## src/design/nnis_mul.sv

```systemverilog
module nnis_mul #(
    parameter int A_W = 13,
    parameter int B_W = 9
) (
    input  logic               clk,
    input  logic               rst_n,
    input  logic               start,
    input  logic [A_W-1:0]     a,
    input  logic [B_W-1:0]     b,
    output logic               done,
    output logic [A_W+B_W-1:0] product
);

    localparam int CNT_W = $clog2(B_W + 1);

    logic               busy_reg, busy_next;
    logic               done_reg, done_next;
    logic [CNT_W-1:0]   count_reg, count_next;
    logic [A_W+B_W-1:0] prod_reg, prod_next;
    logic [A_W-1:0]     a_reg, a_next;
    logic [A_W:0]       sum;

    always_comb
    begin
        sum        = {1'b0, prod_reg[A_W+B_W-1:B_W]} + {1'b0, a_reg & {A_W{prod_reg[0]}}};
        busy_next  = busy_reg;
        done_next  = 1'b0;
        count_next = count_reg;
        prod_next  = prod_reg;
        a_next     = a_reg;
        if (start)
        begin
            busy_next  = 1'b1;
            count_next = '0;
            prod_next  = {{A_W{1'b0}}, b};
            a_next     = a;
        end
        else if (busy_reg)
        begin
            // add one multiplier bit, shift right
            prod_next  = {sum, prod_reg[B_W-1:1]};
            count_next = count_reg + CNT_W'(1);
            if (count_reg == CNT_W'(B_W - 1))
            begin
                busy_next = 1'b0;
                done_next = 1'b1;
            end
        end
    end

    always_ff @(posedge clk or negedge rst_n)
    begin
        if (!rst_n)
        begin
            busy_reg  <= 1'b0;
            done_reg  <= 1'b0;
            count_reg <= '0;
        end
        else
        begin
            busy_reg  <= busy_next;
            done_reg  <= done_next;
            count_reg <= count_next;
        end
    end

    always_ff @(posedge clk)
    begin
        prod_reg <= prod_next;
        a_reg    <= a_next;
    end

    assign done    = done_reg;
    assign product = prod_reg;

endmodule

```

## config.mk

```make
export PLATFORM = sky130hd
export DESIGN_NAME = nnis_mul
export DESIGN_NICKNAME = d
export VERILOG_FILES = /design/src/design/nnis_mul.sv
export SDC_FILE = /design/constraint.sdc
export NUM_CORES = 1
export LEC_CHECK = 0
export BUFFER_PORTS_ARGS = -buffer_cell sky130_fd_sc_hd__buf_2
export CAP_MARGIN = 10
export CELL_PAD_IN_SITES_DETAIL_PLACEMENT = 1
export CELL_PAD_IN_SITES_GLOBAL_PLACEMENT = 1
export CORE_MARGIN = 1
export CORE_UTILIZATION = 29
export CTS_CLUSTER_SIZE = 10
export DETAILED_ROUTE_END_ITERATION = 6
export PLACE_DENSITY_LB_ADDON = 0.1
export RECOVER_POWER = 100
export REMOVE_ABC_BUFFERS = 1
export SLEW_MARGIN = 0
export SYNTH_ARGS = -nofsm -noshare
export SYNTH_HDL_FRONTEND = slang
export SYNTH_SLANG_ARGS = --single-unit
```

## constraint.sdc

```tcl
create_clock -name clk -period 2.75 [get_ports clk]
set_input_delay 0.55 -clock clk [delete_from_list [all_inputs] [get_ports clk]]
set_output_delay 0.55 -clock clk [all_outputs]
set_load 0.01 [all_outputs]
```

==> Yosys cells after proc, flatten, opt, wreduce, memory -nomap -nowiden <==
Index checks and enable logic that the tools add are counted.
{ "op_classes": {"add_sub_neg": 2, "n_mul": 0, "n_div": 0, "order_cmp": 0, "n_eq_ne": 1, "shift": 0, "mux": 10, "bitwise": 1, "n_reduce_logical": 1} }
{ "ops": {"columns": ["operator", "n"], "rows": [
  ["9-bit two-way mux", 2],
  ["13-bit by 13-bit adder with 14-bit output", 1],
  ["13-bit bitwise AND", 1],
  ["4-bit two-way mux", 2],
  ["1-bit two-way mux", 6],
  ["4-bit by 1-bit adder with 4-bit output, second input constant", 1],
  ["4-bit equality test, second input constant", 1],
  ["2-bit nonzero test", 1]
]} }
{ "word_totals": {"register_bits": 41, "latchBits": 0, "mem_bits_rw": 0, "mem_bits_ro": 0, "input_bits": 25, "output_inout_bits": 23, "mem_count": 0} }

==> Logic depth before layout (Yosys ltp) <==
Gate-level depths: netlist of run 1.
{ "logic_depth": {"word_depth": 4, "ltp_mapped": 9, "mapped_depth_nobuf": 9} }

==> Least setup slack after synthesis of run 1 <==
OpenSTA, ideal clock, no wires.
{ "synth_timing": {"path_kind": "register to register", "start": "register prod_reg[0] (netlist: product[0])", "end": "register prod_reg[20] (netlist: product[20])", "t_arrival_ps": 2039, "required_time_ps": 2647, "setup_slack_ps": 608, "stages_incl_launch_ff": 9, "path_buffers": 1, "cell_sequence": "edfxtp_1 -> clkbuf_1 -> and2_1 -> ha_1 -> a21o_1 -> nand3_2 -> nand2_2 -> mux2_4 -> a2111oi_2"} }
{ "synth_via": {"elab_chain_len": 2} }
{ "synth_rtl": {"columns": ["element", "line", "rtl"], "rows": [
  ["start: declaration", "19", "logic [A_W+B_W-1:0] prod_reg, prod_next;"],
  ["start signal: assignment", "69", "prod_reg <= prod_next;"],
  ["13-bit bitwise AND", "25", "sum = {1'b0, prod_reg[A_W+B_W-1:B_W]} + {1'b0, a_reg & {A_W{prod_reg[0]}}};"],
  ["13-bit by 13-bit adder with 14-bit output", "25", null]
]} }
Every way passes these cells.
A chain may end at the register's enable or synchronous reset.

==> Worst setup path in the final report of run 1 <==
Ends and elaborated chain as after synthesis.

==> results of run 1 <==
[worst min path at each step]
stage	from	endpoint	slack (ns)	depth (start not counted)
after floorplan	rst_n	busy_reg	0.25	0
final	rst_n	count_reg[3]	0.11	1
after detailed placement	rst_n	count_reg[1]	0.39	1
after global routing	rst_n	count_reg[3]	0.13	1
after CTS	rst_n	count_reg[3]	0.05	1
after global placement	rst_n	count_reg[1]	0.39	1
[critical path, stage by stage (launching register included)]
cell and delay (ns):
sky130_fd_sc_hd__edfxtp_1 0.47, sky130_fd_sc_hd__clkbuf_1 0.22, sky130_fd_sc_hd__and2_1 0.18, sky130_fd_sc_hd__ha_1 0.38
sky130_fd_sc_hd__a21o_1 0.18, sky130_fd_sc_hd__nand3_2 0.10, sky130_fd_sc_hd__nand2_2 0.08, sky130_fd_sc_hd__mux2_4 0.30
sky130_fd_sc_hd__a2111oi_2 0.34
[report_power, final]
| group | switching [W] | internal (W) |
|---|---|---|
| Sequential | 0.0000580 | 0.000732 |
| Clock | 0.000236 | 0.000180 |
| Combinational | 0.000260 | 0.000198 |
| Total | 0.000553 | 0.00111 |
[metal layers]
metal	global-route usage, %	vias to the layer above	part of all wire [%]
met1	19.93	772	51
met4	4.399	0	0.73
met5	0	-	0
met3	3.731	5	4.8
met2	21.05	40	44
li1	-	802	-
[cells by family (layout without fill, tap and decap cells)]
group,Yosys count,in the layout
DFF,41,41
xor gates and xnor gates,11,11
AOI/OAI and AO/OA,39,39
muxes,14,14
adders and majority gates,16,16
buffers and inverters,15,66
and+or+nand+nor,60,60
[stage by stage]
| stage | total power [W] | hold slack (ns) |
|---|---|---|
| finish | 0.001663 | 0.1064 |
| global placement | 0.001291 | 0.3851 |
| floorplan | 0.001110 | 0.2544 |
| global route | 0.001774 | 0.1272 |
| detailed placement | 0.001288 | 0.3854 |
| CTS | 0.001723 | 0.04682 |
[synthesized netlist by cell type (6+ instances only)]
library cell	count
sky130_fd_sc_hd__dfxtp_1	13
sky130_fd_sc_hd__ha_1	15
sky130_fd_sc_hd__dfrtp_1	6
sky130_fd_sc_hd__xnor2_1	7
sky130_fd_sc_hd__edfxtp_1	22
sky130_fd_sc_hd__nand2_1	14
sky130_fd_sc_hd__nor2_1	13
sky130_fd_sc_hd__nand2b_1	6
sky130_fd_sc_hd__a21oi_1	11
sky130_fd_sc_hd__and2_1	12
sky130_fd_sc_hd__mux2_2	9
sky130_fd_sc_hd__inv_1	7
[layout make-up]
class | count | area share, %
Inverter | 7 | 1.026
Sequential cell | 41 | 41.82
Tap cell | 99 | 4.836
Clock inverter | 3 | 0.8305
Clock buffer | 5 | 2.687
Multi-Input combinational cell | 140 | 40.21
Timing Repair Buffer | 51 | 8.598
==> summary.txt, run 1 <==
Worst setup path
  – Class of the most critical setup path: reg2reg
  – Startpoint of the worst setup timing path: product[0]
  – R2r setup slk: 0.40 ns
  – Crit path capture: product[20]
  – Maximum fanout count along the critical path: 9
  – Critical R2R Launch: product[0]
  – Critical path capture point type: register
  – R2R depth: 8
  – Worst Path Required: 2.95 ns
  – Arrival time reported for the critical path endpoint: 2.54 ns
  – Endpoint of the lowest-slack register-to-register path: product[20]
  – Critical path launch point type: register

Synthesis
  – Netlist cell types: 46
  – Area leader, netlist: sky130_fd_sc_hd__edfxtp_1
  – Synthesis-stage register bit count: 41
  – FFs w/ async S/R, synth: 14.63%
  – Synth top area share: 30.34%
  – Share of the yosys chip area belonging to registers: 49.20%
  – Synthesized area per cell: 11.11 sq um
  – Number of warning messages in the yosys log: 0
  – Area fraction in and, or, nand and nor cells after synthesis: 14.31%
  – Mapped Area: 0.002177 sq mm
  – Compound-cell area share of the yosys netlist: 12.53%
  – Number of enable flip-flop cells after synthesis: 22
  – Cells after Synth: 196
  – Top cells by area, synth: sky130_fd_sc_hd__edfxtp_1 30%, sky130_fd_sc_hd__dfxtp_1 12%, sky130_fd_sc_hd__ha_1 8.6%, sky130_fd_sc_hd__dfrtp_1 6.9%, sky130_fd_sc_hd__mux2_2 4.7%
  – Main combinational cell family by area after synthesis: simple AND/OR/NAND/NOR gates
  – Post-synthesis share of cell area spent on full adders, half adders and majority gates: 9.540%
  – Multiplexer area fraction after synthesis: 7.184%
  – Main flop type after synthesis: sky130_fd_sc_hd__edfxtp_1
  – Xor and xnor fraction of the mapped netlist area: 4.425%

CTS
  – Resized cells post-CTS: 0
  – Clk slew on worst S/H paths: 0.09 ns
  – Largest buffer count on any clock path: 2
  – Clock sink total: 41
  – Number of buffers added by the clock tree synthesis step: 5
  – Buffer count from post-CTS setup fixing: 0
  – CTS tree: built
  – H-tree depth: 2
  – Clock root cell: sky130_fd_sc_hd__clkbuf_8
  – Worst-skew pair later-pin latency: 0.30 ns
  – Total of hold buffers inserted after clock tree synthesis: 0

Timing
  – Max-Slew Margin vs Limit: 26.52%
  – Unrepaired setup endpoints after global routing: false
  – Setup-failing EPs final: 0
  – Worst-case setup margin in the final layout: 0.4046 ns
  – Fmax: 0.4264 GHz
  – Final critical path time including I/O delays and setup: 2.345 ns
  – Accumulated negative setup slack: 0 ns
  – Slew Viols, Final: 0
  – Final-report hold violation count: 0
  – Actual transition at the worst max-transition pin: 1.102 ns
  – Clock skew: 0.004054 ns
  – Period Utilization, post-route: 85.29%

Routing
  – First-pass iteration count of the detailed router: 4
  – DRT Wirelength: 5079 microns
  – Routed via count: 1619
  – Wire length per cell after detailed routing: 14.68 microns
  – Violation count after the first detailed-route iteration: 34
  – Via-per-instance ratio: 4.679
  – Number of remaining DRC errors: 0
  – Post-route ant nets: 0

Placement
  – Number of buffers added on ports: 47
  – Post-placement setup slack: 0.4090 ns
  – Half-perimeter wire length after detailed placement: 3909 microns
  – Placement-stage cell area: 0.002531 sq mm
  – Instance count after placement with tap cells included: 338
  – Final GP Congestion: 0.7738

Global route
  – Number of antenna violations at the first check in global routing: 0
  – Wire length of the first global-routing pass: 8349 microns
  – Maximum number of pins on one net before global-route repair: 22
  – Gr usage total: 14.13%
  – Vias in the first global route: 1670
  – Total congestion overflow: 0

Final layout
  – Layout filler cell count: 876
  – Area of the multi-input gates: 0.001030 sq mm
  – Area growth, synth to finish: 17.64%
  – Final nets: 287
  – Final standard cell count with taps included and fillers excluded: 346
  – Final cell area excluding filler cells: 0.002561 sq mm
  – ANT cells: 0
  – Number of flip-flops under the largest register name: 22
  – Share of cells above drive strength 1: 17.81%
  – Sequential cell area: 0.001071 sq mm
  – Most frequent cells in the layout: 28 x sky130_fd_sc_hd__clkbuf_1, 23 x sky130_fd_sc_hd__buf_2, 22 x sky130_fd_sc_hd__edfxtp_1
  – Most common library cell in the layout ignoring fill and taps: sky130_fd_sc_hd__clkbuf_1
  – Core Util, Final: 35.31%

Job
  – Maximum capacitance violations: 0

Floorplan
  – Initial cell density of the core: 30.02%
  – Site Rows: 31
  – Count of pins on the block boundary: 48
  – Total Die Area: 0.007858 sq mm
  – Die Span X: 88.65 microns
  – Chip Height: 88.65 microns
  – Core outline area: 0.007253 sq mm

Run status
  – Run status: finished, final reports clean

Power
  – Power density over cell area: 649.3 mW/mm^2
  – Worst IR drop on VDD: 212.6 uV
  – Static power due to leakage: 1.040 nW

Worst hold path
  – Worst hold-check path type: in2async
Power figures use the tool's default switching activity.
==> inputs of run 2 (changes only) <==
--- a/config.mk
+++ b/config.mk
@@ -5,7 +5,6 @@
 export SDC_FILE = /design/constraint.sdc
 export NUM_CORES = 1
 export LEC_CHECK = 0
-export BUFFER_PORTS_ARGS = -buffer_cell sky130_fd_sc_hd__buf_2
 export CAP_MARGIN = 10
 export CELL_PAD_IN_SITES_DETAIL_PLACEMENT = 1
 export CELL_PAD_IN_SITES_GLOBAL_PLACEMENT = 1
@@ -13,6 +12,7 @@
 export CORE_UTILIZATION = 29
 export CTS_CLUSTER_SIZE = 10
 export DETAILED_ROUTE_END_ITERATION = 6
+export DONT_BUFFER_PORTS = 1
 export PLACE_DENSITY_LB_ADDON = 0.1
 export RECOVER_POWER = 100
 export REMOVE_ABC_BUFFERS = 1
==> run 2 against run 1 <==
  * Sequential share of layout area is 3.0 points higher
  * Clock power increased by 21%
  * Cell count down 14%
  * Maximum frequency down 6.2%
  * Highest routed layer unchanged
==> summary.txt, run 2 (synthesized netlist as in run 1, its figures left out) <==
Run status
  – Run status: finished, final reports clean

CTS
  – Resized cells post-CTS: 0
  – Largest buffer count on any clock path: 2
  – Buffer count from post-CTS setup fixing: 0
  – Clock root cell: sky130_fd_sc_hd__clkbuf_8
  – Number of buffers added by the clock tree synthesis step: 5
  – Clock sink total: 41
  – Clk slew on worst S/H paths: 0.09 ns
  – Worst-skew pair later-pin latency: 0.30 ns
  – CTS tree: built
  – H-tree depth: 2
  – Total of hold buffers inserted after clock tree synthesis: 1

Floorplan
  – Site Rows: 31
  – Die Span X: 88.65 microns
  – Chip Height: 88.65 microns
  – Total Die Area: 0.007858 sq mm
  – Core outline area: 0.007253 sq mm
  – Count of pins on the block boundary: 48
  – Initial cell density of the core: 30.02%

Final layout
  – Number of flip-flops under the largest register name: 22
  – ANT cells: 0
  – Area growth, synth to finish: 9.655%
  – Layout filler cell count: 821
  – Area of the multi-input gates: 0.001030 sq mm
  – Most common library cell in the layout ignoring fill and taps: sky130_fd_sc_hd__edfxtp_1
  – Share of cells above drive strength 1: 10.50%
  – Most frequent cells in the layout: 22 x sky130_fd_sc_hd__edfxtp_1, 15 x sky130_fd_sc_hd__ha_1, 14 x sky130_fd_sc_hd__nand2_1
  – Final nets: 240
  – Final standard cell count with taps included and fillers excluded: 299
  – Sequential cell area: 0.001071 sq mm

Worst setup path
  – Class of the most critical setup path: reg2reg
  – Worst Path Required: 2.95 ns
  – Cell breakdown of the critical path: and2_0 -> ha_1 -> inv_1 -> fa_1 -> nor2b_1 -> o31ai_1 -> a21oi_1 -> mux2i_1 -> a2111oi_2
  – Maximum fanout count along the critical path: 14
  – R2r setup slk: 0.25 ns
  – R2R depth: 9
  – Endpoint of the lowest-slack register-to-register path: product[20]
  – Delay of the slowest cell on the worst path: 0.57 ns
  – Arrival time reported for the critical path endpoint: 2.70 ns
  – Critical path launch point type: register
  – Critical path capture point type: register
  – Critical R2R Launch: product[0]
  – Cell at the slowest stage of the critical path: sky130_fd_sc_hd__edfxtp_1

Timing
  – Fmax: 0.3999 GHz
  – Max-Slew Margin vs Limit: 62.87%
  – Setup-failing EPs final: 0
  – Final-report hold violation count: 0
  – Period Utilization, post-route: 90.94%
  – Clock skew: 0.006488 ns
  – Unrepaired setup endpoints after global routing: false
  – Slew Viols, Final: 0
  – Accumulated negative setup slack: 0 ns
  – Actual transition at the worst max-transition pin: 0.5569 ns
  – Final critical path time including I/O delays and setup: 2.501 ns

Power
  – Worst IR drop on VDD: 261.5 uV
  – Static power due to leakage: 0.9338 nW
  – Power density over cell area: 709.4 mW/mm^2

Worst hold path
  – Worst Hold Launch: start
  – Count of cells along the worst hold path: 1
  – Worst-case hold path end point: product[10]
  – Worst hold-check path type: in2reg

Routing
  – Via-per-instance ratio: 4.863
  – Wire length per cell after detailed routing: 16.31 microns
  – DRT Wirelength: 4876 microns
  – First-pass iteration count of the detailed router: 4
  – Routed via count: 1454
  – Violation count after the first detailed-route iteration: 29
  – Number of remaining DRC errors: 0
  – Post-route ant nets: 0

Global route
  – Vias in the first global route: 1627
  – Maximum number of pins on one net before global-route repair: 39
  – Total congestion overflow: 0
  – Gr usage total: 13.95%
  – Wire length of the first global-routing pass: 8204 microns
  – Number of antenna violations at the first check in global routing: 0

Placement
  – Final GP Congestion: 0.7754
  – Instance count after placement with tap cells included: 290
  – Half-perimeter wire length after detailed placement: 3582 microns
  – Number of buffers added on ports: 0

Job
  – Maximum capacitance violations: 0
[run 2: report_power, final]
group / internal (W) / leakage, nW / switching, W / total [W]
registers: 0.000732 / 0.406 / 0.0000967 / 0.000829
clock network: 0.000272 / 0.0543 / 0.000233 / 0.000505
logic: 0.000165 / 0.473 / 0.000195 / 0.000360
[run 2: cell type report]
class / count / share of cell area (%)
Tap cell: 99 / 5.189
Timing Repair Buffer: 4 / 0.8910
Sequential cell: 41 / 44.86
Multi-Input combinational cell: 140 / 43.13
Clock inverter: 3 / 1.939
Inverter: 7 / 1.101
Clock buffer: 5 / 2.883
[run 2: routing by layer]
layer  track usage, %  vias up  wire length [microns]
li1                 -      706                      -
met1            17.88      704                   2271
met2            21.75       37                   2252
met3            4.944        7                    280
met4            4.839        0                     72
met5                0        -                      0
[run 2: critical path: cells and delay by family, from the launching register on]
family / cells / cell delay [ns]
DFF: 1 / 0.57
adders and majority gates: 2 / 0.60
and+or+nand+nor: 2 / 0.38
muxes: 1 / 0.14
buffers and inverters: 1 / 0.07
AOI/OAI and AO/OA: 3 / 0.64
[run 2: worst max-delay path by stage]
stage,from,end,slack (ns)
5_1_grt,product[0],product[20],0.04
4_1_cts,product[0],product[20],0.20
6_report,product[0],product[20],0.25
3_3_place_gp,product[0],product[20],0.35
2_1_floorplan,product[0],product[20],0.59
3_5_place_dp,product[0],product[20],0.23
[run 2: stage by stage]
stage	total power [W]	utilization, %	hold slack, ns	instance area [sq um]	worst slack [ns]
after CTS	0.001727	33.28	0.3077	2414	0.1952
after global placement	0.001207	31.55	0.2546	2288	0.3510
after detailed placement	0.001212	31.55	0.2546	2288	0.2340
after global routing	0.001796	32.91	0.3017	2387	0.04073
after floorplan	0.001110	-	0.2544	2142	0.5913
final	0.001694	32.91	0.3204	2387	0.2493
