## src/design/nnis_div.sv

```systemverilog
module nnis_div #(
    parameter int N_W = 22,
    parameter int D_W = 13,
    parameter int Q_W = 13
) (
    input  logic           clk,
    input  logic           rst_n,
    input  logic           start,
    input  logic [N_W-1:0] dividend,
    input  logic [D_W-1:0] divisor,
    output logic           done,
    output logic [Q_W-1:0] quotient
);

    localparam int CNT_W = $clog2(Q_W + 1);

    logic             busy_reg, busy_next;
    logic             done_reg, done_next;
    logic [CNT_W-1:0] count_reg, count_next;
    logic [D_W-1:0]   rem_reg, rem_next;
    logic [Q_W-1:0]   shift_reg, shift_next;
    logic [D_W-1:0]   dvs_reg, dvs_next;
    logic [D_W:0]     trial;
    logic [D_W:0]     diff;
    logic             fits;

    always_comb
    begin
        trial      = {rem_reg, shift_reg[Q_W-1]};
        diff       = trial - {1'b0, dvs_reg};
        fits       = (trial >= {1'b0, dvs_reg});
        busy_next  = busy_reg;
        done_next  = 1'b0;
        count_next = count_reg;
        rem_next   = rem_reg;
        shift_next = shift_reg;
        dvs_next   = dvs_reg;
        if (start)
        begin
            busy_next  = 1'b1;
            count_next = '0;
            rem_next   = D_W'(dividend >> Q_W);
            shift_next = dividend[Q_W-1:0];
            dvs_next   = divisor;
        end
        else if (busy_reg)
        begin
            // one quotient bit per step, restoring
            rem_next   = fits ? diff[D_W-1:0] : trial[D_W-1:0];
            shift_next = {shift_reg[Q_W-2:0], fits};
            count_next = count_reg + CNT_W'(1);
            if (count_reg == CNT_W'(Q_W - 1))
            begin
                busy_next = 1'b0;
                done_next = 1'b1;
            end
        end
    end

    always_ff @(posedge clk or negedge rst_n)
    begin
        if (!rst_n)
        begin
            busy_reg  <= 1'b0;
            done_reg  <= 1'b0;
            count_reg <= '0;
        end
        else
        begin
            busy_reg  <= busy_next;
            done_reg  <= done_next;
            count_reg <= count_next;
        end
    end

    always_ff @(posedge clk)
    begin
        rem_reg   <= rem_next;
        shift_reg <= shift_next;
        dvs_reg   <= dvs_next;
    end

    assign done     = done_reg;
    assign quotient = shift_reg;

endmodule

```

## config.mk

```make
export PLATFORM = sky130hd
export DESIGN_NAME = nnis_div
export DESIGN_NICKNAME = d
export VERILOG_FILES = /design/src/design/nnis_div.sv
export SDC_FILE = /design/constraint.sdc
export NUM_CORES = 1
export LEC_CHECK = 0
export ABC_CLOCK_PERIOD_IN_PS = 2500
export BUFFER_PORTS_ARGS = -buffer_cell sky130_fd_sc_hd__clkbuf_2
export CORE_UTILIZATION = 50
export DETAILED_ROUTE_END_ITERATION = 10
export HOLD_SLACK_MARGIN = 0.15
export PLACE_DENSITY = 0.87
export SLEW_MARGIN = 20
export SYNTH_ARGS = -nofsm -noshare
export SYNTH_HDL_FRONTEND = slang
export SYNTH_SLANG_ARGS = --single-unit
```

## constraint.sdc

```tcl
create_clock -name clk -period 2.5 [get_ports clk]
set_input_delay 0.125 -clock clk [delete_from_list [all_inputs] [get_ports clk]]
set_output_delay 0.125 -clock clk [all_outputs]
set_load 0.1 [all_outputs]
```

==> Yosys cells after proc, flatten, opt, wreduce, memory -nomap -nowiden <==
Index checks and enable logic that the tools add are counted.
{ "classes": {"addsub": 2, "magnitude_cmp": 1, "n_eq_ne": 1, "mux": 13, "n_reduce_logical": 1} }
{ "ops": {"columns": ["cell", "n"], "rows": [
  ["13-bit two-way mux", 3],
  ["9-bit two-way mux", 2],
  ["14-bit by 13-bit greater-or-equal comparator with 1-bit output", 1],
  ["13-bit subtractor", 1],
  ["4-bit two-way mux", 2],
  ["1-bit two-way mux", 6],
  ["4-bit by 1-bit adder with 4-bit output, second input constant", 1],
  ["4-bit == test, second input constant", 1],
  ["2-bit nonzero test", 1]
]} }
{ "word_totals": {"register_bits": 45, "input_bits": 38, "output_inout_bits": 14} }

==> Logic depth before layout (Yosys ltp) <==
Gate-level depths: netlist of run 1.
{ "logic_depth": {"word_depth": 4, "ltp_mapped": 12} }

==> Worst setup path before layout of run 1 <==
Ideal clock, no wire load.
{ "synth_timing": {"kind": "register to register", "startpoint": "register shift_reg[12], in the netlist quotient[12]", "endpoint": "register rem_reg[6], data pin", "setup_ns": 0.260, "arrival_time_ns": 2.846, "required_ns": 2.240, "slack_ns": -0.606, "stages_incl_launch_ff": 11, "period_less_slack_ns": 3.106, "cell_sequence": "edfxtp_1 -> inv_1 -> ha_1 -> inv_1 -> fa_1 -> a21o_1 -> a21oi_1 -> nor3b_2 -> o31ai_2 -> mux2_2 -> mux2_2"} }
{ "synth_between": {"elab_chain_len": 4, "word_cells_on_any_way": 5, "cone_classes": "add/sub: 1; order compare: 1; mux: 3"} }
{ "synth_rtl": {"columns": ["element", "line_no", "rtl"], "rows": [
  ["start: declaration", "21", "logic [Q_W-1:0] shift_reg, shift_next;"],
  ["start signal: assignment", "79", "shift_reg <= shift_next;"],
  ["13-bit subtractor / 14-bit by 13-bit greater-or-equal comparator with 1-bit output (equally long branches)", "30, 31", null],
  ["13-bit two-way mux (*)", "49", "rem_next = fits ? diff[D_W-1:0] : trial[D_W-1:0];"],
  ["9-bit two-way mux (*)", "46", "else if (busy_reg)"],
  ["9-bit two-way mux (*)", "38", "if (start)"],
  ["via rem_next[6]", "20", "logic [D_W-1:0] rem_reg, rem_next;"],
  ["end signal: assignment", "78", "rem_reg <= rem_next;"],
  ["end: declaration", "20", null]
]} }
The timed path passes the listed nets; every way through them passes the cells marked *. The select of a mux whose other input is x is not followed.
A chain may end at the register's enable or synchronous reset.

==> Worst setup path in the final report of run 1 <==
{ "layout_timing": {"startpoint": "register rem_reg[3]", "endpoint": "register rem_reg[1], data pin"} }
{ "layout_between": {"elab_chain_len": 4} }
{ "layout_rtl": {"columns": ["element", "line_no", "rtl"], "rows": [
  ["14-bit by 13-bit greater-or-equal comparator with 1-bit output", "31", "fits = (trial >= {1'b0, dvs_reg});"],
  ["13-bit two-way mux", "49", null],
  ["9-bit two-way mux", "46", null],
  ["9-bit two-way mux", "38", null],
  ["via rem_next[1]", "20", null]
]} }
The timed path passes the listed nets, and every way through them passes these cells. The select of a mux whose other input is x is not followed.

==> out/metrics.sh, run 1 <==
GROUTE.USAGE.OVERALL_PCT=28.6
WORSTSETUPPATHTYPE='register to register'
WORST_SLEW_MARGIN_REL_PCT=62.2
PEAKVDDDROP_mV=0.772
FINCLKSKEW_PS=15.2
TIMING.CRITICAL_PATH.SLOWEST_CELL_DELAY_PS=460
LAYOUT.CELLS.MOST_COMMON='sky130_fd_sc_hd__clkbuf_2'
TIMING.CRITICAL_PATH.BUF_INV=2
STD_CELL_ROWS=26
NET_COUNT_FINAL=388
CELLPOWERDENSITY_mW_PER_MM2=1020
MOSTFREQUENTLAYOUTCELLS='sky130_fd_sc_hd__clkbuf_2, sky130_fd_sc_hd__edfxtp_1, sky130_fd_sc_hd__dlygate4sd3_1, sky130_fd_sc_hd__buf_4, sky130_fd_sc_hd__inv_1'
ANTENNADIODECOUNT=0
PLACED_AREA_SQ_MM=0.00308
FINAL_CRITICAL_PATH_SETUP_SLACK_PS=-165
CP_SLOWEST_CELL='sky130_fd_sc_hd__edfxtp_1'
ROUTE.DETAILED.WL_PER_INST_UM=19.8
MAXSLEWVIOLCOUNT=0
DP.FINAL_HPWL_UM=4140
FINALCOREUTILIZATION_PCT=70.8
POST_SYNTH_INST_COUNT=232
FOOTPRINT_OF_THE_MULTI_INPUT_GATES_SQ_MM=0.00133
CRITICAL_PATH_END_TYPE='register'
FLOORPLAN_DIE_AREA_SQ_MM=0.00565
CLK_PATH_BUF_DEPTH=2
CLKSLEWWORSTSETUPHOLDPATHS_PS=90
DIE_WIDTH_UM=75.1
STATUS='finished with violations'
FIN_CRIT_PS=2660
AVGVIACOUNTPERCELL=6.04
PLACE.GP.CONGESTION=0.888
WORST-ENDPOINT-ARRIVAL_PS=2720
GRT_PASS1_WL_UM=11500
CRIT_CHAIN='ha_1, a21o_1, a21oi_1, o211ai_1, o31ai_4, buf_4, buf_6, mux2i_1, o21ai_1'
SYNTH_TOP_CELLS_BY_AREA='sky130_fd_sc_hd__edfxtp_1, sky130_fd_sc_hd__mux2_2, sky130_fd_sc_hd__ha_1'
POSTROUTEANTENNANETS=0
FINALSETUPVIOLATIONS=11
SYNTHARSTFLOPSHARE_PCT=13.3
SEQCELLAREA_SQ_MM=0.00128
DIE_HEIGHT_UM=75.1
CTSROOTBUFFERMASTER='sky130_fd_sc_hd__clkbuf_8'
CTS_TREE='built'
SYNTH.YOSYS.WARNINGS=0
MAX_CAP_VIOLATIONS=0
SYN-CELL-AREA_SQ_MM=0.00268
GRT_PASS1_VIAS=2468
POST_SYNTH_NUM_CELL_TYPES=56
POST-ROUTE-CELL-AREA_SQ_MM=0.00364
WORSTSKEWPAIRLATENCY_PS=310
MIN_PERIOD_OVER_PERIOD_PCT=107
FINALHOLDVIOLCOUNT=0
VIOLATED_CHECKS='negative setup slack'
SYNTHDOMINANTCELLAREASHARE_PCT=39.3
RESIDUAL_DRC=0
CTS_INSERTED_BUFFERS=5
POSTSYNTH.TOPFLOPCELL='sky130_fd_sc_hd__edfxtp_1'
YS_SEQ_ELEMENTS=45
WORST_EP_REQUIRED_TIME_PS=2560
FMAX_MHz=375
P_R_AREA_GROWTH_VS_SYN_PCT=36.1
FINAL.FILL_COUNT=327
BUFFER_PORTS.INSERTED=51
HOLD_PATH_CLASS='input pin to register'
DR_TOTAL_VIAS=2447
WORSTMARGINPINSLEW_PS=567
CRITICAL_PATH.STARTPOINT_TYPE='register'
SYNTH_SEQUENTIAL_AREA_RATIO_PCT=47.9
MEAN_INSTANCE_SIZE_IN_THE_SYNTHESIZED_NETLIST_SQ_UM=11.5
CRITICAL_PATH_PEAK_FANOUT=6
POST-SYNTH-TOP-AREA-CELL='sky130_fd_sc_hd__edfxtp_1'
HTREEDEPTH=2
CORE_SQ_MM=0.00514
INITIAL_UTILIZATION_PCT=52.0
DR.FIRST_ITER.DRC_COUNT=317
RSZ0062_AT_GRT='yes'
STATIC_LEAK_nW=1.62
DRTPASS1ITERATIONS=5
CP_DELAY_BY_FAMILY_TOP='compound AO/OA/AOI/OAI gates'
SHARE_OF_FINAL_LAYOUT_STANDARD_CELLS_STRONGER_THAN_DRIVE_STRENGTH_1_PCT=36.4
GRT_ANTENNA_BEFORE_REPAIR=0
NUM_IO_PINS=52
SYN_NETS=286
GRT_MAX_DEGREE=28
SYNTH_ENABLE_FLOP_CELLS=35
GLOBALROUTE.TOTALOVERFLOW=0
ROUTED_WIRELENGTH_UM=8040
CTS.SINK_COUNT=45
## where the power goes
part | total [mW] | switching, mW | internal, mW
Combinational | 2.09 | 1.18 | 0.913
Clock | 0.526 | 0.269 | 0.257
Sequential | 1.09 | 0.115 | 0.970
## path summary, 6_finish.rpt
kind                                          from                  endpoint  slack (ps)  cells past startpoint
max                           rem_reg[3]$_DFFE_PP_      rem_reg[1]$_DFFE_PP_        -160                      9
min                                   dividend[20]      rem_reg[7]$_DFFE_PP_         150                      3
max reg2reg                   rem_reg[3]$_DFFE_PP_      rem_reg[1]$_DFFE_PP_        -160                      9
min reg2reg                rem_reg[9]$_SDFFE_PP0P_   rem_reg[9]$_SDFFE_PP0P_         590                      2
max in group asynchronous                    rst_n  count_reg[0]$_DFFE_PN0P_        2150                      2
min in group asynchronous                    rst_n  count_reg[3]$_DFFE_PN0P_         170                      2
## timing repair
item / in CTS / in global routing
buffers inserted: 5 / 3
gates cloned: 0 / 1
hold buffers: 34 / 0
resized for setup: 5 / 11
setup endpoints to repair: 6 / 13
pin swaps: 0 / 5
hold endpoints to repair: 39 / 0
## layout make-up
type	instances	share of cell area, %
sequential	45	35.2
clock buffer	7	2.68
multi-input combinational	157	36.6
inverter	19	1.96
clock inverter	1	0.137
timing repair buffer	106	21.0
tap	70	2.41
## synth_stat cells, types with 2 or more instances
master / number
sky130_fd_sc_hd__o31ai_1: 2
sky130_fd_sc_hd__nor2_1: 13
sky130_fd_sc_hd__a221oi_2: 2
sky130_fd_sc_hd__xnor2_1: 4
sky130_fd_sc_hd__dfrtp_1: 6
sky130_fd_sc_hd__a21o_1: 7
sky130_fd_sc_hd__a31oi_1: 2
sky130_fd_sc_hd__mux2_2: 17
sky130_fd_sc_hd__mux2i_1: 8
sky130_fd_sc_hd__clkbuf_1: 6
sky130_fd_sc_hd__xor2_1: 6
sky130_fd_sc_hd__inv_1: 19
sky130_fd_sc_hd__nor3_1: 4
sky130_fd_sc_hd__ha_1: 15
sky130_fd_sc_hd__a21oi_1: 11
sky130_fd_sc_hd__o21bai_1: 2
sky130_fd_sc_hd__or2_2: 2
sky130_fd_sc_hd__buf_6: 2
sky130_fd_sc_hd__o211ai_1: 3
sky130_fd_sc_hd__nand2_1: 14
sky130_fd_sc_hd__dfxtp_1: 4
sky130_fd_sc_hd__o21ai_1: 4
sky130_fd_sc_hd__nor2b_1: 5
sky130_fd_sc_hd__nand2b_1: 2
sky130_fd_sc_hd__edfxtp_1: 35
sky130_fd_sc_hd__o21ai_0: 3
sky130_fd_sc_hd__a211oi_1: 4
sky130_fd_sc_hd__o21a_1: 2
## metrics by stage
stage                     setup WS (ps)  cells  power [mW]  setup TNS [ps]  hold WS [ps]
after floorplan                    -478    232        2.40           -4320          -171
after global routing               -215    405        3.83           -1890           161
after CTS                         -48.0    401        3.46           -60.3           152
final                              -165    405        3.70           -1000           151
after detailed placement          -43.9    354        2.78           -67.3         -40.8
after global placement             53.9    354        2.71               0         -45.9
## layer usage
| layer | up-vias | part of all wire, % | wire length, um | global-route usage, % |
|---|---|---|---|---|
| met5 | - | 0 | 0 | 0 |
| met4 | 0 | 4.9 | 393 | 16.9 |
| met3 | 46 | 7.7 | 620 | 5.62 |
| met2 | 187 | 50 | 4010 | 50.6 |
| met1 | 1150 | 37 | 3010 | 32.0 |
| li1 | 1064 | - | - | - |
## logic make-up (layout without fill, tap and decap cells)
| kind of cell | after synthesis | after routing | synth area share [%] |
|---|---|---|---|
| xor gates and xnor gates | 10 | 10 | 3.27 |
| and+or+nand+nor | 49 | 49 | 9.59 |
| DFF | 45 | 45 | 47.9 |
| adders and majority gates | 16 | 16 | 7.76 |
| muxes | 25 | 25 | 10.1 |
| AOI/OAI and AO/OA | 57 | 57 | 16.0 |
| buffers and inverters | 30 | 133 | 5.28 |
## worst reg2reg max path, stage by stage, from the launching register on
cell                       delay (ps)
sky130_fd_sc_hd__edfxtp_1         460
sky130_fd_sc_hd__ha_1             340
sky130_fd_sc_hd__a21o_1           220
sky130_fd_sc_hd__a21oi_1          230
sky130_fd_sc_hd__o211ai_1         190
sky130_fd_sc_hd__o31ai_4          370
sky130_fd_sc_hd__buf_4            180
sky130_fd_sc_hd__buf_6            120
sky130_fd_sc_hd__mux2i_1          210
sky130_fd_sc_hd__o21ai_1          110
(Power assumes the default switching activity.)
==> run 2, diff against run 1 <==
Settings changed: ABC_CLOCK_PERIOD_IN_PS 2500 to 2300.
Clock period 2.5 ns to 2.3 ns, I/O delays scaled along.
==> out/metrics.sh, run 2 (synthesis gave the netlist of run 1 again) <==
CELLPOWERDENSITY_mW_PER_MM2=1150  # was 1020 mW/mm^2
GRT_PASS1_WL_UM=14600  # was 11500 um
GLOBALROUTE.TOTALOVERFLOW=0  # unchanged
LAYOUT.CELLS.MOST_COMMON='sky130_fd_sc_hd__clkbuf_2'  # unchanged
P_R_AREA_GROWTH_VS_SYN_PCT=46.1  # was 36.1%
REGTOREGSETUPSLACK_PS=-370  # was -160 ps
MAX_CAP_VIOLATIONS=0  # unchanged
TOPROUTINGLAYERUSED='met4'  # unchanged
STD_CELL_ROWS=26  # unchanged
FOOTPRINT_OF_THE_MULTI_INPUT_GATES_SQ_MM=0.00138  # was 0.00133 sq mm
ROUTEDLENGTHMET1_UM=3620  # was 3010 um
ROUTE.DETAILED.WL_PER_INST_UM=22.8  # was 19.8 um
HOLD_PATH_CLASS='input pin to asynchronous set/reset pin'  # was input pin to register
FINAL_CRITICAL_PATH_SETUP_SLACK_PS=-375  # was -165 ps
VIOLATED_CHECKS='negative setup slack'  # unchanged
CP-STARTPOINT='quotient[12]$_DFFE_PP_'  # was rem_reg[3]$_DFFE_PP_
GRT_PASS1_VIAS=2765  # was 2468
CLKSLEWWORSTSETUPHOLDPATHS_PS=110  # was 90 ps
FINCLKSKEW_PS=16.7  # was 15.2 ps
FINALSETUPVIOLATIONS=14  # was 11
WORST_R2R_ENDPOINT='rem_reg[10]$_SDFFE_PP0P_'  # was rem_reg[1]$_DFFE_PP_
ANTENNADIODECOUNT=0  # unchanged
CRITICAL_PATH_PEAK_FANOUT=6  # unchanged
CRITICAL_PATH_END_TYPE='register'  # unchanged
MIN_PERIOD_OVER_PERIOD_PCT=116  # was 107%
RESIDUAL_DRC=0  # unchanged
DIE_WIDTH_UM=75.1  # unchanged
DP.FINAL_HPWL_UM=4260  # was 4140 um
DR_TOTAL_VIAS=2659  # was 2447
WORSTMARGINPINSLEW_PS=580  # was 567 ps
MET2_LENGTH_UM=4640  # was 4010 um
PRECTSSETUPSLACK_PS=-277  # was -43.9 ps
PLACE.GP.CONGESTION=0.891  # was 0.888
NUM_IO_PINS=52  # unchanged
TOTAL_POWER_mW=4.49  # was 3.70 mW
DIE_HEIGHT_UM=75.1  # unchanged
SEQCELLAREA_SQ_MM=0.00128  # unchanged
CRITICAL_PATH.STARTPOINT_TYPE='register'  # unchanged
WORST-ENDPOINT-ARRIVAL_PS=2860  # was 2720 ps
FLOORPLAN_DIE_AREA_SQ_MM=0.00565  # unchanged
STATIC_LEAK_nW=1.75  # was 1.62 nW
FINALHOLDVIOLCOUNT=0  # unchanged
GRT_MAX_DEGREE=24  # was 28
STATUS='finished with violations'  # unchanged
FINAL.FILL_COUNT=272  # was 327
FINALCOREUTILIZATION_PCT=76.0  # was 70.8%
FIN_CRIT_PS=2670  # was 2660 ps
MOSTFREQUENTLAYOUTCELLS='sky130_fd_sc_hd__clkbuf_2, sky130_fd_sc_hd__buf_4, sky130_fd_sc_hd__dlygate4sd3_1, sky130_fd_sc_hd__edfxtp_1, sky130_fd_sc_hd__inv_1'  # was sky130_fd_sc_hd__clkbuf_2, sky130_fd_sc_hd__edfxtp_1, sky130_fd_sc_hd__dlygate4sd3_1, sky130_fd_sc_hd__buf_4, sky130_fd_sc_hd__inv_1
ROUTED-WL-MET3_UM=1070  # was 620 um
CORE_SQ_MM=0.00514  # unchanged
CTS_INSERTED_BUFFERS=5  # unchanged
GRT_ANTENNA_BEFORE_REPAIR=0  # unchanged
WORST-R2R-CELL-COUNT=12  # was 9
ROUTED_WIRELENGTH_UM=9820  # was 8040 um
CTSROOTBUFFERMASTER='sky130_fd_sc_hd__clkbuf_8'  # unchanged
WORSTSKEWPAIRLATENCY_PS=320  # was 310 ps
WORST_SLEW_MARGIN_REL_PCT=61.3  # was 62.2%
CTS.SINK_COUNT=45  # unchanged
ENDPOINT='rem_reg[10]$_SDFFE_PP0P_'  # was rem_reg[1]$_DFFE_PP_
MAXSLEWVIOLCOUNT=0  # unchanged
DR.FIRST_ITER.DRC_COUNT=346  # was 317
GROUTE.USAGE.OVERALL_PCT=36.7  # was 28.6%
DRTPASS1ITERATIONS=5  # unchanged
PEAKVDDDROP_mV=0.848  # was 0.772 mV
PLACED_AREA_SQ_MM=0.00318  # was 0.00308 sq mm
NET_COUNT_FINAL=414  # was 388
HTREEDEPTH=2  # unchanged
POST-ROUTE-CELL-AREA_SQ_MM=0.00391  # was 0.00364 sq mm
CTS_TREE='built'  # unchanged
AVGVIACOUNTPERCELL=6.17  # was 6.04
INITIAL_UTILIZATION_PCT=52.0  # unchanged
R2R_START='quotient[12]$_DFFE_PP_'  # was rem_reg[3]$_DFFE_PP_
WORST_EP_REQUIRED_TIME_PS=2480  # was 2560 ps
RSZ0062_AT_GRT='yes'  # unchanged
CLK_PATH_BUF_DEPTH=2  # unchanged
SHARE_OF_FINAL_LAYOUT_STANDARD_CELLS_STRONGER_THAN_DRIVE_STRENGTH_1_PCT=41.6  # was 36.4%
POSTROUTEANTENNANETS=0  # unchanged
BUFFER_PORTS.INSERTED=51  # unchanged
WORSTSETUPPATHTYPE='register to register'  # unchanged
FMAX_MHz=374  # was 375 MHz
## run 2: changes by cell type in the layout (fill, tap and decap cells not counted), moves of 2 or more
cell                            previous run  this run
sky130_fd_sc_hd__buf_4                    18        38
sky130_fd_sc_hd__buf_6                     3         6
sky130_fd_sc_hd__dlygate4sd3_1            34        36
sky130_fd_sc_hd__ha_2                      3         0
sky130_fd_sc_hd__ha_4                      1         4
## run 2: cell type report
cell class / count / area share [%]
flip-flops and latches: 45 / 32.8
multi-input cells: 157 / 35.4
well taps: 70 / 2.24
clock buffers: 6 / 2.11
clock inverters: 2 / 0.352
repair buffers: 132 / 25.3
inverters: 19 / 1.83
## run 2: repair_timing
item / CTS / global route
buffers inserted: 16 / 3
endpoints found under the hold margin: 41 / 0
cloned: 1 / 0
pin swaps: 5 / 8
endpoints found under the setup margin: 14 / 14
hold buffers: 36 / 0
gates resized for setup: 19 / 3
## run 2: per-layer routing
| layer | vias to the layer above | track usage (%) |
|---|---|---|
| li1 | 1116 | - |
| met1 | 1252 | 45.7 |
| met2 | 239 | 57.5 |
| met3 | 52 | 10.6 |
| met4 | 0 | 20.6 |
| met5 | - | 0 |
## run 2: worst max-delay path: stages (launching register included)
cell                       delay (ps)
sky130_fd_sc_hd__edfxtp_1         430
sky130_fd_sc_hd__inv_2            110
sky130_fd_sc_hd__ha_4             150
sky130_fd_sc_hd__inv_2             40
sky130_fd_sc_hd__fa_2             340
sky130_fd_sc_hd__a21o_1           190
sky130_fd_sc_hd__a21oi_2          170
sky130_fd_sc_hd__nor3b_2           80
sky130_fd_sc_hd__o31ai_4          280
sky130_fd_sc_hd__buf_6            210
sky130_fd_sc_hd__buf_6            160
sky130_fd_sc_hd__mux2i_4          250
sky130_fd_sc_hd__a211oi_2         110
## run 2: how the worst min path moves through the flow
stage	slack [ps]	endpoint	cells after the start
6_report	190	done$_DFF_PN0_	2
5_1_grt	190	busy_reg$_DFF_PN0_	2
4_1_cts	170	done$_DFF_PN0_	2
3_5_place_dp	-50	done$_DFF_PN0_	1
3_3_place_gp	-60	done$_DFF_PN0_	1
2_1_floorplan	-180	busy_reg$_DFF_PN0_	0
## run 2: power breakdown
part	internal, mW	switching, mW
clock	0.245	0.321
combinational	1.26	1.47
sequential	1.05	0.141
## run 2: stage by stage
stage | std cells | hold slack [ps] | setup TNS (ps)
after floorplan | 232 | -181 | -7120
final | 431 | 195 | -4350
after detailed placement | 368 | -51.9 | -2240
after global placement | 368 | -55.3 | -1080
after global routing | 431 | 186 | -5060
after CTS | 429 | 165 | -2350
==> run 3, diff against run 2 <==
--- a/config.mk
+++ b/config.mk
@@ -10,6 +10,8 @@
 export CORE_UTILIZATION = 50
 export DETAILED_ROUTE_END_ITERATION = 10
+export GPL_TIMING_DRIVEN = 0
 export HOLD_SLACK_MARGIN = 0.15
 export PLACE_DENSITY = 0.87
+export SETUP_SLACK_MARGIN = 0.15
 export SLEW_MARGIN = 20
 export SYNTH_ARGS = -nofsm -noshare
==> constraint.sdc (replaced) <==
create_clock -name clk -period 2.3 [get_ports clk]
set_input_delay 0.46 -clock clk [delete_from_list [all_inputs] [get_ports clk]]
set_output_delay 0.46 -clock clk [all_outputs]
set_load 0.1 [all_outputs]
==> out/metrics.sh, run 3 (synthesis gave the netlist of run 1 again) <==
STATUS='finished with violations'  # unchanged
VIOLATED_CHECKS='negative setup slack'  # unchanged
STATIC_LEAK_nW=1.48  # was 1.75 nW
DP.FINAL_HPWL_UM=4120  # was 4260 um
WORST_EP_REQUIRED_TIME_PS=2360  # was 2480 ps
NUM_IO_PINS=52  # unchanged
GRT_MAX_DEGREE=23  # was 24
INTERNAL_POWER_mW=2.37  # was 2.56 mW
CTS_INSERTED_BUFFERS=5  # unchanged
SETUP_TOTAL_NEGATIVE_SLACK_PS=-2530  # was -4350 ps
COMB_POWER_SHARE_PCT=59.5  # was 60.7%
STD_CELL_ROWS=26  # unchanged
MAXSLEWVIOLCOUNT=0  # unchanged
CLK_PATH_BUF_DEPTH=2  # unchanged
BUFFER_PORTS.INSERTED=51  # unchanged
DIE_HEIGHT_UM=75.1  # unchanged
DR.FIRST_ITER.DRC_COUNT=188  # was 346
PLACE.GP.CONGESTION=0.895  # was 0.891
WORST-ENDPOINT-ARRIVAL_PS=2600  # was 2860 ps
MAX_CAP_VIOLATIONS=0  # unchanged
WORSTSKEWPAIRLATENCY_PS=300  # was 320 ps
CRITICAL_PATH.STARTPOINT_TYPE='register'  # unchanged
HOLD_PATH_CLASS='input pin to register'  # was input pin to asynchronous set/reset pin
LAYOUT.CELLS.MOST_COMMON='sky130_fd_sc_hd__clkbuf_2'  # unchanged
GRT_ANTENNA_BEFORE_REPAIR=0  # unchanged
WORST_SLEW_MARGIN_REL_PCT=61.2  # was 61.3%
CLKSLEWWORSTSETUPHOLDPATHS_PS=80  # was 110 ps
FINALSETUPVIOLATIONS=14  # unchanged
POWER.CLOCK.FRACTION_PCT=11.8  # was 12.6%
SHARE_OF_FINAL_LAYOUT_STANDARD_CELLS_STRONGER_THAN_DRIVE_STRENGTH_1_PCT=41.4  # was 41.6%
P_SWITCHING_mW=1.69  # was 1.93 mW
GLOBALROUTE.TOTALOVERFLOW=0  # unchanged
ROUTE.DETAILED.WL_PER_INST_UM=17.6  # was 22.8 um
CTSROOTBUFFERMASTER='sky130_fd_sc_hd__clkbuf_8'  # unchanged
FINAL_CRITICAL_PATH_SETUP_SLACK_PS=-238  # was -375 ps
HTREEDEPTH=2  # unchanged
GROUTE.USAGE.OVERALL_PCT=22.7  # was 36.7%
RESIDUAL_DRC=0  # unchanged
PRECTSSETUPSLACK_PS=-458  # was -277 ps
MOSTFREQUENTLAYOUTCELLS='sky130_fd_sc_hd__clkbuf_2, sky130_fd_sc_hd__edfxtp_1, sky130_fd_sc_hd__inv_1, sky130_fd_sc_hd__mux2_2'  # was sky130_fd_sc_hd__clkbuf_2, sky130_fd_sc_hd__buf_4, sky130_fd_sc_hd__dlygate4sd3_1, sky130_fd_sc_hd__edfxtp_1, sky130_fd_sc_hd__inv_1
FIN_CRIT_PS=2540  # was 2670 ps
POWER.SHARE.SEQUENTIAL_PCT=28.7  # was 26.7%
CTS.SINK_COUNT=45  # unchanged
P_R_AREA_GROWTH_VS_SYN_PCT=27.1  # was 46.1%
DRTPASS1ITERATIONS=5  # unchanged
WORSTMARGINPINSLEW_PS=581  # was 580 ps
FINALHOLDVIOLCOUNT=0  # unchanged
DR_TOTAL_VIAS=2206  # was 2659
POSTROUTEANTENNANETS=0  # unchanged
RSZ0062_AT_GRT='yes'  # unchanged
FLOORPLAN_DIE_AREA_SQ_MM=0.00565  # unchanged
CELLPOWERDENSITY_mW_PER_MM2=1190  # was 1150 mW/mm^2
FMAX_MHz=394  # was 374 MHz
INITIAL_UTILIZATION_PCT=52.0  # unchanged
CRITICAL_PATH_PEAK_FANOUT=3  # was 6
REGTOREGSETUPSLACK_PS=-240  # was -370 ps
GRT_PASS1_VIAS=1965  # was 2765
ROUTED_WIRELENGTH_UM=6650  # was 9820 um
CTS_TREE='built'  # unchanged
DIE_WIDTH_UM=75.1  # unchanged
POWER.SWITCHING_FRACTION_PCT=41.6  # was 43.0%
CORE_SQ_MM=0.00514  # unchanged
WORSTSETUPPATHTYPE='register to register'  # unchanged
PEAKVDDDROP_mV=0.810  # was 0.848 mV
FINALCOREUTILIZATION_PCT=66.1  # was 76.0%
CRITICAL_PATH_END_TYPE='register'  # unchanged
FINCLKSKEW_PS=5.23  # was 16.7 ps
MIN_PERIOD_OVER_PERIOD_PCT=110  # was 116%
NET_COUNT_FINAL=360  # was 414
AVGVIACOUNTPERCELL=5.85  # was 6.17
GRT_PASS1_WL_UM=9400  # was 14600 um
ANTENNADIODECOUNT=0  # unchanged
## run 3: cell count changes in the layout (fill, tap and decap cells not counted), moves of 2 or more
cell and change:
sky130_fd_sc_hd__buf_8 +2, sky130_fd_sc_hd__buf_6 -3, sky130_fd_sc_hd__ha_4 -2, sky130_fd_sc_hd__o31ai_2 +2
sky130_fd_sc_hd__clkbuf_1 +7, sky130_fd_sc_hd__buf_4 -25, sky130_fd_sc_hd__o31ai_1 -2, sky130_fd_sc_hd__dlygate4sd3_1 -35
sky130_fd_sc_hd__ha_2 +2, sky130_fd_sc_hd__clkbuf_2 +2
## run 3: final cells by class
type | count | area (sq um)
Clock buffer | 7 | 76.3
Inverter | 19 | 71.3
Timing Repair Buffer | 67 | 397
Buffer | 11 | 78.8
Sequential cell | 45 | 1280
Multi-Input combinational cell | 157 | 1400
Clock inverter | 1 | 5.00
Fill cell | 365 | 1740
Tap cell | 70 | 87.6
## run 3: what timing repair did
action / 4_1_cts / 5_1_grt
pin swaps: 4 / 9
hold buffers: 1 / 0
endpoints found under the setup margin: 36 / 14
resized for setup: 10 / 22
hold endpoints to repair: 6 / 0
buffers inserted: 6 / 9
## run 3: power by group through the flow
| stage | combinational (mW) | clock [mW] | sequential, mW |
|---|---|---|---|
| 2_1_floorplan | 1.24 | 0 | 1.37 |
| 6_report | 2.42 | 0.478 | 1.17 |
| 3_5_place_dp | 1.80 | 0 | 1.16 |
| 3_3_place_gp | 1.75 | 0 | 1.16 |
| 4_1_cts | 2.00 | 0.475 | 1.16 |
| 5_1_grt | 2.55 | 0.510 | 1.18 |
## run 3: worst max-delay path, stage by stage (launching register included)
cell and delay, ps:
sky130_fd_sc_hd__edfxtp_1 400, sky130_fd_sc_hd__inv_2 100, sky130_fd_sc_hd__ha_4 130, sky130_fd_sc_hd__inv_2 30, sky130_fd_sc_hd__fa_2 330, sky130_fd_sc_hd__a21o_1 180
sky130_fd_sc_hd__a21oi_2 170, sky130_fd_sc_hd__nor3b_2 80, sky130_fd_sc_hd__o31ai_4 230, sky130_fd_sc_hd__buf_6 160, sky130_fd_sc_hd__buf_4 130, sky130_fd_sc_hd__mux2i_1 90
sky130_fd_sc_hd__mux2_2 260
## run 3: through the flow
stage                     hold WS, ps  instance area [sq um]  cells  power (mW)
after global routing              318                   3400    377        4.24
final                             330                   3400    377        4.06
after global placement            289                   3050    353        2.90
after detailed placement          295                   3050    353        2.97
after floorplan                   164                   2700    232        2.61
after CTS                         330                   3230    368        3.64
## run 3: final timing paths
| check | from | end | cells after the start |
|---|---|---|---|
| max in group asynchronous | rst_n | count_reg[1]$_DFFE_PN0P_ | 2 |
| min reg2reg | rem_reg[11]$_SDFFE_PP0P_ | rem_reg[11]$_SDFFE_PP0P_ | 2 |
| min in group asynchronous | rst_n | count_reg[3]$_DFFE_PN0P_ | 2 |
| max reg2reg | quotient[12]$_DFFE_PP_ | rem_reg[0]$_DFFE_PP_ | 12 |
| min | divisor[10] | dvs_reg[10]$_DFFE_PP_ | 1 |
| max | quotient[12]$_DFFE_PP_ | rem_reg[0]$_DFFE_PP_ | 12 |
## run 3: routing by layer
layer	vias to the layer above	part of all wire (%)	wire [um]	global-route usage [%]
met4	0	3.3	218	10.1
met2	129	50	3300	38.3
met3	28	7.1	475	3.88
met5	-	0	0	0
met1	1040	40	2650	28.8
li1	1009	-	-	-
